**src/rtl/core/url_path_normalizer_assert.svh**
```systemverilog
// Assertion macros used by the URL path normalizer RTL.
`ifndef URL_PATH_NORMALIZER_ASSERT_SVH
`define URL_PATH_NORMALIZER_ASSERT_SVH

// The condition must hold in the same cycle as the trigger.
`define UPN_ASSERT_IMPLIES(label, clk, rst, trig, cond) \
   label: assert property (@(posedge clk) disable iff (rst) (trig) |-> (cond)) \
      else $error("url_path_normalizer: same-cycle check failed");

// The condition must hold in the cycle after the trigger.
`define UPN_ASSERT_NEXT(label, clk, rst, trig, cond) \
   label: assert property (@(posedge clk) disable iff (rst) (trig) |=> (cond)) \
      else $error("url_path_normalizer: next-cycle check failed");

`endif

```
**src/rtl/core/upn_pkg.sv**
```systemverilog
// Shared constants, types and helpers of the URL path normalizer.
package upn_pkg;

   localparam int MAX_PATH = 64;
   localparam int FILL_W   = $clog2(MAX_PATH + 1);
   localparam int ADDR_W   = $clog2(MAX_PATH);

   localparam int CQ_DEPTH = 4;
   localparam int CQ_PTR_W = $clog2(CQ_DEPTH);
   localparam int CQ_CNT_W = $clog2(CQ_DEPTH + 1);

   localparam int OQ_DEPTH = 4;
   localparam int OQ_PTR_W = $clog2(OQ_DEPTH);
   localparam int OQ_CNT_W = $clog2(OQ_DEPTH + 1);

   localparam logic [7:0] CH_QUERY = 8'h3F;
   localparam logic [7:0] CH_SLASH = 8'h2F;
   localparam logic [7:0] CH_DOT   = 8'h2E;

   typedef struct packed {
      logic [7:0] ch;
      logic [1:0] rel;
      logic       drop;
      logic       store_ch;
      logic       slash;
      logic       qbyte;
      logic       dump;
      logic       fin;
   } cmd_type;

   typedef struct packed {
      logic [7:0] ch;
      logic       part;
      logic       empty_path;
      logic       overflowed;
      logic       run_end;
      logic       target_end;
   } result_type;

   typedef struct packed {
      logic    valid;
      cmd_type cmd;
   } cq_head_type;

   function automatic logic has_ops(cmd_type c);
      return (c.rel != 2'd0) || c.drop || c.store_ch || c.slash || c.qbyte || c.dump;
   endfunction

endpackage

```
**src/rtl/core/upn_front.sv**
```systemverilog
// Front end: accepts target bytes, tracks segments and issues store, drop, query and dump commands.
module upn_front (
   input  logic             clock,
   input  logic             reset,
   input  logic             push,
   input  logic [7:0]       char_in,
   input  logic             final_in,
   input  logic             q_full,
   output logic             full,
   output logic             enq,
   output upn_pkg::cmd_type cmd
);
   import upn_pkg::*;

   logic       in_query_ff, in_query_in;
   logic [1:0] seg_len_ff, seg_len_in;
   logic       all_dots_ff, all_dots_in;
   logic [1:0] held;
   logic [1:0] len_plus;
   logic       accept;
   logic       close_drop;

   assign full     = q_full;
   assign accept   = push && !q_full;
   assign held     = (all_dots_ff && seg_len_ff != 2'd3) ? seg_len_ff : 2'd0;
   assign len_plus = seg_len_ff + 2'd1;
   assign close_drop = all_dots_ff && seg_len_ff == 2'd2;

   always_comb begin
      in_query_in = in_query_ff;
      seg_len_in  = seg_len_ff;
      all_dots_in = all_dots_ff;
      cmd         = '0;
      cmd.ch      = char_in;
      cmd.fin     = final_in;
      if (in_query_ff) begin
         cmd.qbyte = 1'b1;
      end else if (char_in == CH_QUERY || char_in == CH_SLASH) begin
         cmd.drop = close_drop;
         cmd.rel  = close_drop ? 2'd0 : held;
         if (char_in == CH_QUERY) begin
            cmd.dump    = 1'b1;
            in_query_in = 1'b1;
         end else begin
            cmd.slash = 1'b1;
            if (final_in) begin
               cmd.dump = 1'b1;
            end
         end
         seg_len_in  = 2'd0;
         all_dots_in = 1'b1;
      end else if (char_in == CH_DOT && all_dots_ff && seg_len_ff < 2'd2) begin
         seg_len_in = len_plus;
         if (final_in) begin
            cmd.drop = (len_plus == 2'd2);
            cmd.rel  = (len_plus == 2'd2) ? 2'd0 : len_plus;
            cmd.dump = 1'b1;
         end
      end else begin
         cmd.rel      = held;
         cmd.store_ch = 1'b1;
         cmd.dump     = final_in;
         seg_len_in   = (seg_len_ff == 2'd3) ? 2'd3 : len_plus;
         if (char_in != CH_DOT) begin
            all_dots_in = 1'b0;
         end
      end
      if (final_in) begin
         in_query_in = 1'b0;
         seg_len_in  = 2'd0;
         all_dots_in = 1'b1;
      end
   end

   assign enq = accept && has_ops(cmd);

   always_ff @(posedge clock) begin
      if (reset) begin
         in_query_ff <= 1'b0;
         seg_len_ff  <= 2'd0;
         all_dots_ff <= 1'b1;
      end else if (accept) begin
         in_query_ff <= in_query_in;
         seg_len_ff  <= seg_len_in;
         all_dots_ff <= all_dots_in;
      end
   end

endmodule

```
**src/rtl/core/upn_cmd_queue.sv**
```systemverilog
// Short command queue between the front end and the back end.
module upn_cmd_queue (
   input  logic                 clock,
   input  logic                 reset,
   input  logic                 enq,
   input  upn_pkg::cmd_type     cmd,
   output logic                 full,
   output upn_pkg::cq_head_type head,
   input  logic                 deq
);
   import upn_pkg::*;

   cmd_type               entry_ff [CQ_DEPTH];
   logic [CQ_PTR_W-1:0]   wr_ptr_ff, wr_ptr_in;
   logic [CQ_PTR_W-1:0]   rd_ptr_ff, rd_ptr_in;
   logic [CQ_CNT_W-1:0]   count_ff, count_in;
   logic                  do_deq;

   assign full      = (count_ff == CQ_CNT_W'(CQ_DEPTH));
   assign head.valid = (count_ff != '0);
   assign head.cmd  = entry_ff[rd_ptr_ff];
   assign do_deq    = deq && head.valid;

   always_comb begin
      wr_ptr_in = enq ? wr_ptr_ff + CQ_PTR_W'(1) : wr_ptr_ff;
      rd_ptr_in = do_deq ? rd_ptr_ff + CQ_PTR_W'(1) : rd_ptr_ff;
      count_in  = count_ff + CQ_CNT_W'(enq) - CQ_CNT_W'(do_deq);
   end

   always_ff @(posedge clock) begin
      if (enq) begin
         entry_ff[wr_ptr_ff] <= cmd;
      end
   end

   always_ff @(posedge clock) begin
      if (reset) begin
         wr_ptr_ff <= '0;
         rd_ptr_ff <= '0;
         count_ff  <= '0;
      end else begin
         wr_ptr_ff <= wr_ptr_in;
         rd_ptr_ff <= rd_ptr_in;
         count_ff  <= count_in;
      end
   end

endmodule

```
**src/rtl/core/upn_back.sv**
```systemverilog
// Back end: path store, segment removal, path dump and the result queue.
module upn_back (
   input  logic                 clock,
   input  logic                 reset,
   input  upn_pkg::cq_head_type head,
   output logic                 deq,
   input  logic                 pop,
   output logic                 empty,
   output upn_pkg::result_type  result
);
   import upn_pkg::*;

   typedef enum logic {ST_RUN, ST_SCAN} state_type;

   state_type           state_ff, state_in;
   cmd_type             cmd_ff, cmd_in;
   logic                cmd_valid_ff, cmd_valid_in;
   logic [FILL_W-1:0]   fill_ff, fill_in;
   logic                last_slash_ff, last_slash_in;
   logic                ovf_ff, ovf_in;
   logic [ADDR_W-1:0]   dump_idx_ff, dump_idx_in;
   logic                rd_push_ff, rd_push_in;
   logic                pend_last_ff, pend_last_in;
   logic                pend_fin_ff, pend_fin_in;
   logic                pend_ovf_ff, pend_ovf_in;

   logic [7:0]          path_mem [MAX_PATH];
   logic [7:0]          rdata_ff;
   logic                mem_we;
   logic [ADDR_W-1:0]   mem_waddr;
   logic [7:0]          mem_wdata;
   logic                rd_en;
   logic [ADDR_W-1:0]   rd_addr;

   logic                store_req;
   logic [7:0]          store_byte;
   logic                finish;
   logic [FILL_W-1:0]   fill_base;
   logic [FILL_W-1:0]   fill_m1;
   logic [FILL_W-1:0]   fill_m2;
   logic [FILL_W-1:0]   base_m1;

   result_type          oq_ff [OQ_DEPTH];
   logic [OQ_PTR_W-1:0] oq_wr_ff, oq_wr_in;
   logic [OQ_PTR_W-1:0] oq_rd_ff, oq_rd_in;
   logic [OQ_CNT_W-1:0] oq_count_ff, oq_count_in;
   logic                op_push;
   result_type          op_res;
   logic                push_en;
   result_type          push_res;
   logic                do_pop;
   logic                oq_room;
   logic                oq_room_dump;

   assign fill_base    = fill_ff - FILL_W'(last_slash_ff);
   assign base_m1      = fill_base - FILL_W'(1);
   assign fill_m1      = fill_ff - FILL_W'(1);
   assign fill_m2      = fill_ff - FILL_W'(2);
   assign oq_room      = !rd_push_ff && (oq_count_ff < OQ_CNT_W'(OQ_DEPTH));
   assign oq_room_dump = (oq_count_ff + OQ_CNT_W'(rd_push_ff)) < OQ_CNT_W'(OQ_DEPTH);

   always_comb begin
      state_in      = state_ff;
      cmd_in        = cmd_ff;
      cmd_valid_in  = cmd_valid_ff;
      fill_in       = fill_ff;
      last_slash_in = last_slash_ff;
      ovf_in        = ovf_ff;
      dump_idx_in   = dump_idx_ff;
      rd_push_in    = 1'b0;
      pend_last_in  = pend_last_ff;
      pend_fin_in   = pend_fin_ff;
      pend_ovf_in   = pend_ovf_ff;
      mem_we        = 1'b0;
      mem_waddr     = fill_ff[ADDR_W-1:0];
      mem_wdata     = CH_DOT;
      rd_en         = 1'b0;
      rd_addr       = dump_idx_ff;
      store_req     = 1'b0;
      store_byte    = CH_DOT;
      op_push       = 1'b0;
      op_res        = '0;
      deq           = 1'b0;
      finish        = 1'b0;

      if (cmd_valid_ff) begin
         if (cmd_ff.rel != 2'd0) begin
            store_req  = 1'b1;
            store_byte = CH_DOT;
            cmd_in.rel = cmd_ff.rel - 2'd1;
         end else if (cmd_ff.drop) begin
            case (state_ff)
               ST_RUN: begin
                  fill_in       = fill_base;
                  last_slash_in = 1'b0;
                  if (fill_base == '0) begin
                     cmd_in.drop = 1'b0;
                  end else begin
                     rd_en    = 1'b1;
                     rd_addr  = base_m1[ADDR_W-1:0];
                     state_in = ST_SCAN;
                  end
               end
               ST_SCAN: begin
                  fill_in = fill_m1;
                  if (rdata_ff == CH_SLASH || fill_m1 == '0) begin
                     cmd_in.drop = 1'b0;
                     state_in    = ST_RUN;
                  end else begin
                     rd_en   = 1'b1;
                     rd_addr = fill_m2[ADDR_W-1:0];
                  end
               end
               default: begin
                  state_in = ST_RUN;
               end
            endcase
         end else if (cmd_ff.store_ch) begin
            store_req       = 1'b1;
            store_byte      = cmd_ff.ch;
            cmd_in.store_ch = 1'b0;
         end else if (cmd_ff.slash) begin
            store_req    = (fill_ff != '0) && !last_slash_ff;
            store_byte   = CH_SLASH;
            cmd_in.slash = 1'b0;
         end else if (cmd_ff.qbyte) begin
            if (oq_room) begin
               op_push           = 1'b1;
               op_res.ch         = cmd_ff.ch;
               op_res.part       = 1'b1;
               op_res.overflowed = ovf_ff;
               op_res.run_end    = 1'b1;
               op_res.target_end = cmd_ff.fin;
               cmd_in.qbyte      = 1'b0;
            end
         end else if (cmd_ff.dump) begin
            if (fill_ff == '0) begin
               if (oq_room) begin
                  op_push           = 1'b1;
                  op_res.empty_path = 1'b1;
                  op_res.overflowed = ovf_ff;
                  op_res.run_end    = 1'b1;
                  op_res.target_end = cmd_ff.fin;
                  cmd_in.dump       = 1'b0;
               end
            end else if (oq_room_dump) begin
               rd_en        = 1'b1;
               rd_addr      = dump_idx_ff;
               rd_push_in   = 1'b1;
               pend_fin_in  = cmd_ff.fin;
               pend_ovf_in  = ovf_ff;
               pend_last_in = (FILL_W'(dump_idx_ff) == fill_m1);
               if (FILL_W'(dump_idx_ff) == fill_m1) begin
                  dump_idx_in = '0;
                  cmd_in.dump = 1'b0;
               end else begin
                  dump_idx_in = dump_idx_ff + ADDR_W'(1);
               end
            end
         end
         finish = !has_ops(cmd_in);
      end

      if (store_req) begin
         if (fill_ff < FILL_W'(MAX_PATH)) begin
            mem_we        = 1'b1;
            mem_wdata     = store_byte;
            fill_in       = fill_ff + FILL_W'(1);
            last_slash_in = (store_byte == CH_SLASH);
         end else begin
            ovf_in = 1'b1;
         end
      end

      if (!cmd_valid_ff || finish) begin
         if (cmd_valid_ff && cmd_ff.fin) begin
            fill_in       = '0;
            ovf_in        = 1'b0;
            last_slash_in = 1'b0;
         end
         cmd_valid_in = head.valid;
         cmd_in       = head.cmd;
         deq          = head.valid;
      end
   end

   always_ff @(posedge clock) begin
      if (mem_we) begin
         path_mem[mem_waddr] <= mem_wdata;
      end
      if (rd_en) begin
         rdata_ff <= path_mem[rd_addr];
      end
   end

   always_ff @(posedge clock) begin
      if (reset) begin
         state_ff      <= ST_RUN;
         cmd_valid_ff  <= 1'b0;
         fill_ff       <= '0;
         last_slash_ff <= 1'b0;
         ovf_ff        <= 1'b0;
         dump_idx_ff   <= '0;
         rd_push_ff    <= 1'b0;
         pend_last_ff  <= 1'b0;
         pend_fin_ff   <= 1'b0;
         pend_ovf_ff   <= 1'b0;
      end else begin
         state_ff      <= state_in;
         cmd_valid_ff  <= cmd_valid_in;
         fill_ff       <= fill_in;
         last_slash_ff <= last_slash_in;
         ovf_ff        <= ovf_in;
         dump_idx_ff   <= dump_idx_in;
         rd_push_ff    <= rd_push_in;
         pend_last_ff  <= pend_last_in;
         pend_fin_ff   <= pend_fin_in;
         pend_ovf_ff   <= pend_ovf_in;
      end
      cmd_ff <= cmd_in;
   end

   always_comb begin
      push_en  = rd_push_ff || op_push;
      push_res = op_res;
      if (rd_push_ff) begin
         push_res            = '0;
         push_res.ch         = rdata_ff;
         push_res.overflowed = pend_ovf_ff;
         push_res.run_end    = pend_last_ff;
         push_res.target_end = pend_last_ff && pend_fin_ff;
      end
   end

   assign empty  = (oq_count_ff == '0);
   assign result = oq_ff[oq_rd_ff];
   assign do_pop = pop && !empty;

   always_comb begin
      oq_wr_in    = push_en ? oq_wr_ff + OQ_PTR_W'(1) : oq_wr_ff;
      oq_rd_in    = do_pop ? oq_rd_ff + OQ_PTR_W'(1) : oq_rd_ff;
      oq_count_in = oq_count_ff + OQ_CNT_W'(push_en) - OQ_CNT_W'(do_pop);
   end

   always_ff @(posedge clock) begin
      if (push_en) begin
         oq_ff[oq_wr_ff] <= push_res;
      end
   end

   always_ff @(posedge clock) begin
      if (reset) begin
         oq_wr_ff    <= '0;
         oq_rd_ff    <= '0;
         oq_count_ff <= '0;
      end else begin
         oq_wr_ff    <= oq_wr_in;
         oq_rd_ff    <= oq_rd_in;
         oq_count_ff <= oq_count_in;
      end
   end

endmodule

```
**src/rtl/core/url_path_normalizer.sv**
```systemverilog
// Top level of the URL path normalizer with dot-segment removal.
//
//   Channel   Direction  Handshake       Payload
//   req_      in         push / full     req_char_in, req_final_in
//   rsp_      out        empty / pop     rsp_char_out, rsp_part, rsp_empty_path,
//                                        rsp_overflowed, rsp_run_end, rsp_target_end
//
// Ordinary path and query bytes go through at one item per cycle while the result side is not stalled.
// Each held dot that is released into the path store is written as its own store step.
// A ".." segment scans the path store backward, one stored byte per cycle.
// A path dump reads the store at one byte per cycle while the result queue has room; each byte is registered first.
// Reset is synchronous and clears control state; the path store is not cleared.
// A stalled result side fills the result queue, then the command queue, then full rises.
module url_path_normalizer (
   input  logic       clock,
   input  logic       reset,
   input  logic       push,
   output logic       full,
   input  logic [7:0] req_char_in,
   input  logic       req_final_in,
   output logic       empty,
   input  logic       pop,
   output logic [7:0] rsp_char_out,
   output logic       rsp_part,
   output logic       rsp_empty_path,
   output logic       rsp_overflowed,
   output logic       rsp_run_end,
   output logic       rsp_target_end
);
   import upn_pkg::*;

   `include "url_path_normalizer_assert.svh"

   logic        q_full;
   logic        enq;
   cmd_type     cmd;
   cq_head_type head;
   logic        deq;
   result_type  result;
   logic        empty_item_ok;

   upn_front u_front (
      .clock    (clock),
      .reset    (reset),
      .push     (push),
      .char_in  (req_char_in),
      .final_in (req_final_in),
      .q_full   (q_full),
      .full     (full),
      .enq      (enq),
      .cmd      (cmd)
   );

   upn_cmd_queue u_cmd_queue (
      .clock (clock),
      .reset (reset),
      .enq   (enq),
      .cmd   (cmd),
      .full  (q_full),
      .head  (head),
      .deq   (deq)
   );

   upn_back u_back (
      .clock  (clock),
      .reset  (reset),
      .head   (head),
      .deq    (deq),
      .pop    (pop),
      .empty  (empty),
      .result (result)
   );

   assign rsp_char_out   = result.ch;
   assign rsp_part       = result.part;
   assign rsp_empty_path = result.empty_path;
   assign rsp_overflowed = result.overflowed;
   assign rsp_run_end    = result.run_end;
   assign rsp_target_end = result.target_end;

   assign empty_item_ok = !rsp_part && rsp_char_out == 8'h00;

   `UPN_ASSERT_IMPLIES(a_target_end_ends_run, clock, reset, !empty && rsp_target_end, rsp_run_end)
   `UPN_ASSERT_IMPLIES(a_empty_path_item, clock, reset, !empty && rsp_empty_path, empty_item_ok)
   `UPN_ASSERT_IMPLIES(a_query_item_ends_run, clock, reset, !empty && rsp_part, rsp_run_end)

endmodule
```
**config.mk**
```make
export PLATFORM = sky130hd
export DESIGN_NAME = url_path_normalizer
export DESIGN_NICKNAME = d
export VERILOG_FILES = /design/src/rtl/core/upn_pkg.sv /design/src/rtl/core/upn_front.sv /design/src/rtl/core/upn_cmd_queue.sv /design/src/rtl/core/upn_back.sv /design/src/rtl/core/url_path_normalizer.sv
export VERILOG_INCLUDE_DIRS = /design/src /design/src/rtl/core
export SDC_FILE = /design/constraint.sdc
export NUM_CORES = 1
export LEC_CHECK = 0
export ABC_CLOCK_PERIOD_IN_PS = 8900
export BUFFER_PORTS_ARGS = -buffer_cell sky130_fd_sc_hd__buf_4
export CAP_MARGIN = 10
export CORE_UTILIZATION = 60
export CTS_CLUSTER_SIZE = 30
export DETAILED_ROUTE_END_ITERATION = 10
export GPL_TIMING_DRIVEN = 0
export PLACE_DENSITY = 0.83
export SETUP_SLACK_MARGIN = 0.5
export SLEW_MARGIN = 20
export SYNTH_ARGS = -nofsm -noshare
export SYNTH_HDL_FRONTEND = slang
export SYNTH_SLANG_ARGS = --single-unit
```
**constraint.sdc**
```tcl
create_clock -name clock -period 8.9 [get_ports clock]
set_input_delay 0.445 -clock clock [delete_from_list [all_inputs] [get_ports clock]]
set_output_delay 0.445 -clock clock [all_outputs]
set_load 0.03 [all_outputs]
```
[Word level (Yosys, flattened, before mapping)]
Memories as Yosys holds them, arrays and structs flattened. A register that Yosys moved wholly into a read port is not among the register bits.
Index checks and enable logic that the tools add are counted.
W data, S select, Z words.
Word-level totals
  register bits after elaboration: 55
  memory bits (writable): 628
  input bits: 13
  output and inout port bits: 15
  word-level logic and storage cells: 258
  memories kept: 3
Operators by class
  add/subtract/negate cells: 17
  $lt $le $gt $ge: 4
  equal/unequal tests: 14
  mux-type cells: 137
  bitwise gates (word level): 8
  reductions and logical operators: 48
Memories
  u_back.path_mem: words 64, width 8, read ports 1, clocked after Yosys merged registers in 1, write ports 1, line upn_back.sv:27  | logic [7:0] path_mem [MAX_PATH];
  u_cmd_queue.entry_ff: words 4, width 16, read ports 1, clocked after Yosys merged registers in 1, write ports 1, line upn_cmd_queue.sv:13  | cmd_type entry_ff [CQ_DEPTH];
  u_back.oq_ff: words 4, width 13, read ports 1, clocked after Yosys merged registers in 1, write ports 1, line upn_back.sv:43  | result_type oq_ff [OQ_DEPTH];
Operators with widths (count)
  $mux W13: 6
  $mux W1: 77
  $mux W7: 8
  $mux W8: 7
  $eq A8 B6 Y1 const B: 5
  $mux W6: 6
  $mux W2: 16
  $logic_not A7 Y1: 3
  $mux W9: 2
  $mux W4: 4
  $mux W3: 5
  $mux W5: 3
  $logic_or A1 B1 Y1: 14
  $pmux W7 S2: 1
  $logic_and A1 B1 Y1: 12
  $pmux W6 S2: 1
  $add A2 B1 Y2 const B: 5
  $add A3 B1 Y3: 3
  $reduce_and A9 Y1: 1
  $ne A8 B6 Y1 const B: 1
  $not A1 Y1: 8
  $reduce_bool A2 Y1: 4
  $add A7 B1 Y7 const B: 1
  $eq A6 B7 Y1: 1
  23 further kinds: 34

[Longest topological paths before layout]
Gate-level depths: netlist of the first run.
  depth after elaboration: 24
  depth in mapped cells: 20
  depth with buffers taken out: 19

[By module]
A second synthesis of the first run with hierarchy kept.
Unflattened totals
  cell total of the unflattened synthesis: 2085
  area, all modules: 28902.7 um^2
By module, submodules not included
  upn_back: times used 1, cells an instance 1905, area an instance 25667.1 um^2, sequential area each 18257.5 um^2
  upn_cmd_queue: times used 1, cells an instance 130, area an instance 2822.7 um^2, sequential area each 2102.0 um^2
  upn_front: times used 1, cells an instance 50, area an instance 412.9 um^2, sequential area each 80.1 um^2

[Worst setup path after synthesis of the first run]
No wires, ideal clock.
  path kind: register to register
  start point: register u_back.fill_ff[0]
  end point: memory u_back.path_mem[0][0], data pin
  setup time: 873 ps
  arrival: 5488 ps
  slack: 2539 ps
  stages on the path, launching flop included: 11
  buffers on the path: 2
  clock period less this slack: 6361 ps
  path through: dfxtp_1 clkbuf_1 inv_1 ha_1 nand3b_1 a31oi_1 o21ai_0 nand2_1 or2_2 clkbuf_1 nor4_1
On the way
  longest elaborated chain between the ends: 8
  elaborated cells between the ends (all ways): 10
Ends and longest elaborated chain
  start: declaration: line upn_back.sv:18  | logic [FILL_W-1:0] fill_ff, fill_in;
  start signal: assignment: line upn_back.sv:211  | fill_ff <= fill_in;
  $reduce_bool A7 Y1: line upn_back.sv:123  | store_req = (fill_ff != '0) && !last_slash_ff;
  $logic_and A1 B1 Y1: line upn_back.sv:123
  $mux W1: line upn_back.sv:122  | end else if (cmd_ff.slash) begin
  $mux W1: line upn_back.sv:118  | end else if (cmd_ff.store_ch) begin
  $mux W1: line upn_back.sv:91  | end else if (cmd_ff.drop) begin
  $mux W1: line upn_back.sv:87  | if (cmd_ff.rel != 2'd0) begin
  $mux W1: line upn_back.sv:86  | if (cmd_valid_ff) begin
  $mux W8 *: line upn_back.sv:164  | if (store_req) begin
  net u_back.mem_wdata[0]: line upn_back.sv:31  | logic [7:0] mem_wdata;
  end: declaration: line upn_back.sv:27
The timed path passes the listed nets; every way through them passes the cells marked *.

[Final worst setup path of the first run]
  start point: register u_back.fill_ff[0]
  end point: register u_back.rdata_ff[3] (read register of u_back.path_mem), data pin
On the way
  longest elaborated chain between the ends: 9
  elaborated cells between the ends (all ways): 25
Ends and longest elaborated chain
  branches (longest 9 deep; another with $sub A7 B1 Y7)
  end: declaration: line upn_back.sv:28  | logic [7:0] rdata_ff;
Several ways; the timed one is not identified.
A chain may end at the register's enable or synchronous reset.

==> reports/summary.txt, run 1 <==
Setup TNS: 0 ns
Clk pin slew, worst setup/hold paths: 0.07 ns
Worst min-delay path class: in -> reg
TritonRoute pass-1 iters: 8
Skew-Pair Late Insertion Delay: 0.62 ns
Status: finished clean
Hold_sp: req_char_in[5]
Crit-path cells: clkbuf_1, inv_1, ha_1, ha_1, xnor2_1, nand3_1, nand3b_1, nor3_1, o32ai_1, nor2_1, clkbuf_1, clkbuf_1, nand2_1, nand3_1, nand4_1, nor4_1, or4_1
FMAX: 148 MHz
CTS Hold Bufs: 0
NumNets Final: 2297
CTS tree: yes
Yosys top cell area share: 0.683
Port bufs: 26
Setup crit end kind: flip-flop
WL per Instance: 26.2 um
Num CTS Buffers: 69
Layout Utilization: 0.687
Fin area: 32200 um2
DP HPWL: 51.6 mm
Largest net degree at the start of global routing: 49
Placer Congestion: 0.959
Die width: 221 um
Total core area: 46900 um2
#FFs+latches synth: 695
Met3 WL: 8.34 mm
DRC: 0
Required time worst endpoint: 9.34 ns
Setup Fix Bufs, Post-CTS: 0
Area contributors post-synth: edfxtp_1, nand2_1, mux4_2, nand3_1, dfxtp_1
CP startpoint kind: flip-flop
Setup repair after global routing missed its margin: false
Die Y: 221 um
DRT Wirelength: 76.5 mm
Yosys cell types: 76
CP arrival: 7.18 ns
Met1 WL: 28.9 mm
First-pass GRT wire length: 113 mm
Number of antenna violations at the first check in global routing: 8
DP Area: 29900 um2
Starting Density: 0.612
Post-synth top area cell: edfxtp_1
Part of the cycle the worst path needs: 0.758
Commonest non-fill, non-tap cell in the layout: edfxtp_1
Worst Reg-to-Reg Cells: 17
VDD IR-drop max: 0.000210 V
CP peak stage delay: 0.86 ns
Commonest non-fill, non-tap cells in the layout: edfxtp_1, nand2_1, nand3_1
Seq/Total Area, Yosys: 0.713
Max Cap Viol: 0
PostCTS Resize Cnt: 0
Via Count: 19038
Critical path's most frequent cell: clkbuf_1
Iter 0 DRT Violations: 2932
Slew headroom: 0.211
Number of global-route vias before repair: 18560
Critical Path Fanout Max: 10
Overall global routing resource usage: 0.323
CP Class: reg -> reg
Reg-to-reg endpoint: u_back.rdata_ff[3]
Total I/O pin count: 28
Row count: 79
Area growth syn-to-layout: 12.2%
Maximum root-to-sink buffer count: 3
Number of antenna-violating nets in the routed design: 0
Post-synth ARST share: 0
DR top layer: met5
Fin crit period: 6.75 ns
Worst Tran Pin Value: 1.18 ns
Post-Synthesis Cells: 2137
R2R Setup Slk: 2.15 ns
Final Setup Violations: 0
Power per cell area: 255 nW/um2
Vias per cell: 6.52
Setup crit start: u_back.fill_ff[0]
P_leak: 10.9 nW
Reg2reg start: u_back.fill_ff[0]
Clock root cell: clkbuf_16
Gr ovfl total: 0
Worst Skew: 0.0324 ns
Tot Pwr: 8.22 mW
Final Hold Fails: 0
Cell Area, Synth: 28700 um2
Clock sinks: 695
Synthesis Warnings: 0
Share of cells above drive strength 1: 0.101
Slowest CP cell: nor2_1
H-tree depth reported by CTS: 3
Full die area: 48700 um2
EDFF count, synth: 652
CP endpoint: u_back.rdata_ff[3]
WL met2: 36.0 mm
Final Max Tran Viols: 0
Prevailing post-synth register cell: edfxtp_1
Syn avg cell area: 13.4 um2
[cells in the mapped netlist (11+ instances only)]
| library cell | count |
|---|---|
| edfxtp_1 | 652 |
| nand2_1 | 458 |
| nand3_1 | 182 |
| nor2_1 | 152 |
| clkbuf_1 | 76 |
| a21oi_1 | 55 |
| nand4_1 | 46 |
| mux4_2 | 44 |
| dfxtp_1 | 43 |
| a31oi_1 | 32 |
| inv_1 | 28 |
| ha_1 | 26 |
| mux2i_1 | 26 |
| a32oi_1 | 23 |
| o21ai_0 | 23 |
| buf_1 | 22 |
| nor3_1 | 20 |
| xnor2_1 | 18 |
| xor2_1 | 14 |
| buf_2 | 13 |
| nor2b_1 | 13 |
| or3_1 | 12 |
| and2_1 | 11 |
| and3_1 | 11 |
| nor4_1 | 11 |
[metrics by stage]
stage	worst slack, ns	hold slack (ns)	cells
final	2.15	0.0428	2918
after global routing	2.02	0.0443	2915
after CTS	2.56	0.0210	2915
after detailed placement	2.61	0.451	2792
after global placement	-3.56	0.443	2776
after floorplan	2.54	0.437	2143
[routing by layer]
| metal | GRT usage | vias to the layer above |
|---|---|---|
| met5 | 0 | - |
| met4 | 0.148 | 6 |
| met3 | 0.0697 | 227 |
| met2 | 0.511 | 1279 |
| met1 | 0.433 | 9317 |
| li1 | - | 8209 |
[cell type report]
class | instances | area (um2)
antenna | 3 | 7.51
clock inverter | 36 | 370
sequential | 695 | 20400
timing repair buffer | 42 | 405
clock buffer | 87 | 1860
tap | 607 | 759
buffer | 113 | 452
multi-input combinational | 1306 | 7770
inverter | 29 | 109
fill | 3034 | 14700
[worst max-delay path, delay by kind of cell, from the launching register on]
| family | cells | cell delay, ns |
|---|---|---|
| AND/OR/NAND/NOR | 9 | 3.21 |
| AO/OA/AOI/OAI | 1 | 0.18 |
| XOR/XNOR | 1 | 0.31 |
| flip-flops | 1 | 0.54 |
| adder cells (fa/ha/maj) | 2 | 0.57 |
| buffers and inverters | 4 | 1.74 |
[how the worst min path moves through the flow]
stage	endpoint	slack, ns	cells after the start
floorplan	u_back.pend_ovf_ff	0.44	2
global placement	u_back.pend_fin_ff	0.44	2
detailed placement	u_back.pend_ovf_ff	0.45	2
CTS	u_cmd_queue.entry_ff[2][13]	0.02	1
global route	u_cmd_queue.entry_ff[1][13]	0.04	1
finish	u_cmd_queue.entry_ff[2][13]	0.04	1
[state kept, by name (all words and copies together), names as in the netlist, 2 cells and up, named ones only]
register,cells
u_back.cmd_ff,16
u_back.dump_idx_ff,6
u_back.fill_ff,7
u_back.oq_count_ff,3
u_back.oq_ff,52
u_back.oq_rd_ff,2
u_back.oq_wr_ff,2
u_back.path_mem,512
u_back.rdata_ff,8
u_cmd_queue.count_ff,3
u_cmd_queue.entry_ff,64
u_cmd_queue.rd_ptr_ff,2
u_cmd_queue.wr_ptr_ff,2
u_front.seg_len_ff,2
[kinds of logic (layout without fill, tap and decap cells)]
group	count (synthesis)	after routing	synth area share
AO/OA/AOI/OAI	207	207	0.0501
XOR/XNOR	33	33	0.0106
adder cells (fa/ha/maj)	28	28	0.0127
buffers and inverters	142	307	0.0195
flip-flops	695	695	0.713
multiplexers	71	71	0.0440
other	1	10	0.000131
AND/OR/NAND/NOR	960	960	0.150
[power by group]
group          internal (mW)  leakage [nW]  switching (mW)
registers               3.71          6.31           0.117
logic                  0.490          3.54           0.994
clock network           1.69          1.09            1.22
No activity file was read; power rests on OpenSTA's default activity.
==> inputs of run 2 (changes only) <==
--- a/config.mk
+++ b/config.mk
@@ -6,7 +6,8 @@
 export SDC_FILE = /design/constraint.sdc
 export NUM_CORES = 1
 export LEC_CHECK = 0
-export ABC_CLOCK_PERIOD_IN_PS = 8900
+export ABC_AREA = 1
+export ABC_CLOCK_PERIOD_IN_PS = 6900
 export BUFFER_PORTS_ARGS = -buffer_cell sky130_fd_sc_hd__buf_4
 export CAP_MARGIN = 10
 export CORE_UTILIZATION = 60
==> constraint.sdc (replaced) <==
create_clock -name clock -period 6.9 [get_ports clock]
set_input_delay 0.345 -clock clock [delete_from_list [all_inputs] [get_ports clock]]
set_output_delay 0.345 -clock clock [all_outputs]
set_load 0.03 [all_outputs]
==> run 2 against run 1 <==
Global-route usage is 1.8 points higher; first-iteration DRC count grew 28%; combinational power increased by 110%; design area is 9.6% higher; wire length rose by 19%; fmax grew 49%; sequential share of layout area down 5.6 points; register-to-register slack better by 0.22 ns; largest power group unchanged; setup slack improved by 0.22 ns; sequential power up 31%; count of clock-buffer cells in the layout up 1; critical path type unchanged.
==> reports/summary.txt, run 2 <==
Full die area: 53200 um2 (was 48700 um2)
Commonest non-fill, non-tap cell in the layout: edfxtp_1 (unchanged)
Fin area: 35300 um2 (was 32200 um2)
Clock sinks: 695 (unchanged)
Tot Pwr: 11.9 mW (was 8.22 mW)
N_diodes: 0 (was 3)
Biggest regs: u_back.path_mem: 512 flops, u_cmd_queue.entry_ff: 64 flops, u_back.oq_ff: 52 flops (unchanged)
Synthesis Warnings: 0 (unchanged)
Final Hold Fails: 0 (unchanged)
Part of the cycle the worst path needs: 0.656 (was 0.758)
Num CTS Buffers: 71 (was 69)
Clk pin slew, worst setup/hold paths: 0.06 ns (was 0.07 ns)
Slew headroom: 0.213 (was 0.211)
Final Setup Violations: 0 (unchanged)
TritonRoute pass-1 iters: 7 (was 8)
Largest net degree at the start of global routing: 55 (was 49)
Area growth syn-to-layout: 12.3% (was 12.2%)
#FFs+latches synth: 695 (unchanged)
Required time worst endpoint: 7.24 ns (was 9.34 ns)
P_sw: 3.99 mW (was 2.33 mW)
CP arrival: 4.86 ns (was 7.18 ns)
Port bufs: 27 (was 26)
Setup repair after global routing missed its margin: false (unchanged)
NumNets Final: 3111 (was 2297)
Worst Skew: 0.0168 ns (was 0.0324 ns)
Row count: 83 (was 79)
Setup Fix Bufs, Post-CTS: 0 (unchanged)
WL per Instance: 23.8 um (was 26.2 um)
Total core area: 51500 um2 (was 46900 um2)
Die width: 231 um (was 221 um)
Switching share of total power: 0.334 (was 0.283)
Number of antenna violations at the first check in global routing: 0 (was 8)
Via Count: 23654 (was 19038)
R2R Setup Slk: 2.37 ns (was 2.15 ns)
Yosys top cell area share: 0.624 (was 0.683)
Maximum root-to-sink buffer count: 3 (unchanged)
CTS tree: yes (unchanged)
Placer Congestion: 0.981 (was 0.959)
DP Area: 32900 um2 (was 29900 um2)
EDFF count, synth: 652 (unchanged)
Area contributors post-synth: edfxtp_1, nand3_1, nand2_1, inv_1, nand3b_1 (was edfxtp_1, nand2_1, mux4_2, nand3_1, dfxtp_1)
Commonest non-fill, non-tap cells in the layout: edfxtp_1, nand3_1, nand2_1 (was edfxtp_1, nand2_1, nand3_1)
Vias per cell: 6.21 (was 6.52)
Die Y: 231 um (was 221 um)
Worst Tran Pin Value: 1.18 ns (about the same)
Filler Cell Count: 3658 (was 3034)
Power per cell area: 339 nW/um2 (was 255 nW/um2)
Seq/Total Area, Yosys: 0.651 (was 0.713)
Status: finished clean (unchanged)
Gr ovfl total: 0 (unchanged)
P_int: 7.95 mW (was 5.89 mW)
Number of antenna-violating nets in the routed design: 0 (unchanged)
Cell Area, Synth: 31400 um2 (was 28700 um2)
Sequential Power Share: 0.419 (was 0.466)
CP startpoint kind: flip-flop (unchanged)
Fin crit period: 4.53 ns (was 6.75 ns)
Final Max Tran Viols: 0 (unchanged)
DP HPWL: 62.5 mm (was 51.6 mm)
Critical Path Fanout Max: 10 (unchanged)
Post-synth top area cell: edfxtp_1 (unchanged)
H-tree depth reported by CTS: 3 (unchanged)
Starting Density: 0.609 (was 0.612)
Skew-Pair Late Insertion Delay: 0.61 ns (was 0.62 ns)
Power share of the clock group: 0.320 (was 0.354)
CP Class: reg -> reg (unchanged)
Prevailing post-synth register cell: edfxtp_1 (unchanged)
Post-synth ARST share: 0 (unchanged)
Yosys cell types: 48 (was 76)
Iter 0 DRT Violations: 3757 (was 2932)
Post-synth top cells: edfxtp_1, nand3_1, nand2_1 (was edfxtp_1, nand2_1, nand3_1)
Power share of the combinational group: 0.261 (was 0.181)
DRT Wirelength: 90.7 mm (was 76.5 mm)
DRC: 0 (unchanged)
Max Cap Viol: 0 (unchanged)
Number of global-route vias before repair: 22811 (was 18560)
P_leak: 13.7 nW (was 10.9 nW)
Most flop-heavy register: u_back.path_mem (unchanged)
Worst min-delay path class: in -> reg (unchanged)
Overall global routing resource usage: 0.342 (was 0.323)
Clock root cell: clkbuf_16 (unchanged)
VDD IR-drop max: 0.000259 V (was 0.000210 V)
Syn avg cell area: 10.7 um2 (was 13.4 um2)
Setup crit end kind: flip-flop (unchanged)
Share of cells above drive strength 1: 0.0950 (was 0.101)
FMAX: 221 MHz (was 148 MHz)
First-pass GRT wire length: 134 mm (was 113 mm)
Max reg flops: 512 (unchanged)
Most frequent cell after synthesis: edfxtp_1 (unchanged)
Total I/O pin count: 28 (unchanged)
Post-Synthesis Cells: 2929 (was 2137)
[run 2: changes by cell type in the layout (fill, tap and decap cells not counted), moves of 31 or more]
| cell | before | now |
|---|---|---|
| inv_1 | 28 | 367 |
| nand3_1 | 182 | 588 |
| nand3b_1 | 4 | 178 |
| o21ai_0 | 23 | 92 |
| nand4_1 | 46 | 13 |
| a31oi_1 | 32 | 1 |
| mux4_2 | 44 | 0 |
| buf_2 | 18 | 59 |
| buf_4 | 31 | 71 |
| o22ai_1 | 0 | 32 |
[run 2: cells by family after synthesis]
kind of cell,synth area share
AND/OR/NAND/NOR,0.224
flip-flops,0.651
buffers and inverters,0.0742
AO/OA/AOI/OAI,0.0335
adder cells (fa/ha/maj),0.0116
XOR/XNOR,0.00498
other,0.000119
[run 2: final timing paths]
path / from / to / cells after the start
hold / removal: reset / u_front.in_query_ff / 2
hold reg to reg: u_cmd_queue.rd_ptr_ff[1] / u_cmd_queue.rd_ptr_ff[1] / 2
setup / recovery: u_back.fill_ff[0] / u_back.rdata_ff[2] / 16
setup reg to reg: u_back.fill_ff[0] / u_back.rdata_ff[2] / 16
[run 2: area by class of cell]
class | count | area, um2 | share of cell area
Timing Repair Buffer | 62 | 613 | 0.0174
Buffer | 164 | 922 | 0.0262
Multi-Input combinational cell | 1701 | 8740 | 0.248
Tap cell | 680 | 851 | 0.0241
Clock buffer | 88 | 1960 | 0.0555
Sequential cell | 695 | 20400 | 0.580
Inverter | 375 | 1410 | 0.0399
Clock inverter | 41 | 333 | 0.00944
[run 2: per-stage QoR]
stage / hold WS [ns] / setup TNS (ns) / util / worst slack [ns] / instances
detailed placement: 0.460 / 0 / 0.638 / 2.54 / 3668
finish: 0.0527 / 0 / 0.685 / 2.37 / 3806
global route: 0.0500 / 0 / 0.685 / 2.16 / 3806
floorplan: 0.424 / 0 / - / 1.54 / 2935
global placement: 0.450 / -383.18 / 0.630 / -3.95 / 3642
CTS: 0.0167 / 0 / 0.684 / 2.51 / 3806
[run 2: what timing repair did]
item / 4_1_cts / 5_1_grt
hold buffers: 9 / 0
gates resized for setup: 0 / 0
endpoints found under the hold margin: 36 / 0
[run 2: metal layers]
layer,wire length (um),vias up,global-route usage
li1,-,10383,-
met1,33900,11385,0.456
met2,42300,1609,0.546
met3,10300,277,0.0676
met4,4070,0,0.153
met5,0,-,0
[run 2: power groups by stage]
stage | Sequential [mW] | Clock [mW] | Combinational [mW]
floorplan | 5.04 | 0 | 1.91
global placement | 5.09 | 0 | 2.86
detailed placement | 5.09 | 0 | 2.97
CTS | 5.00 | 3.83 | 3.00
global route | 5.02 | 3.99 | 3.30
finish | 5.00 | 3.82 | 3.11
[run 2: worst max-delay path: stages, from the launching register on]
cell and delay (ns):
dfxtp_1 0.56, inv_1 0.27, ha_1 0.28, ha_1 0.27
xnor2_2 0.36, nand2_1 0.15, nor3_4 0.27, nand2_1 0.17
nand3_1 0.13, o21ai_1 0.09, a31oi_2 0.42, inv_2 0.17
clkbuf_1 0.37, nand3_1 0.27, nand3_1 0.12, nand3_1 0.19
nand2_1 0.14
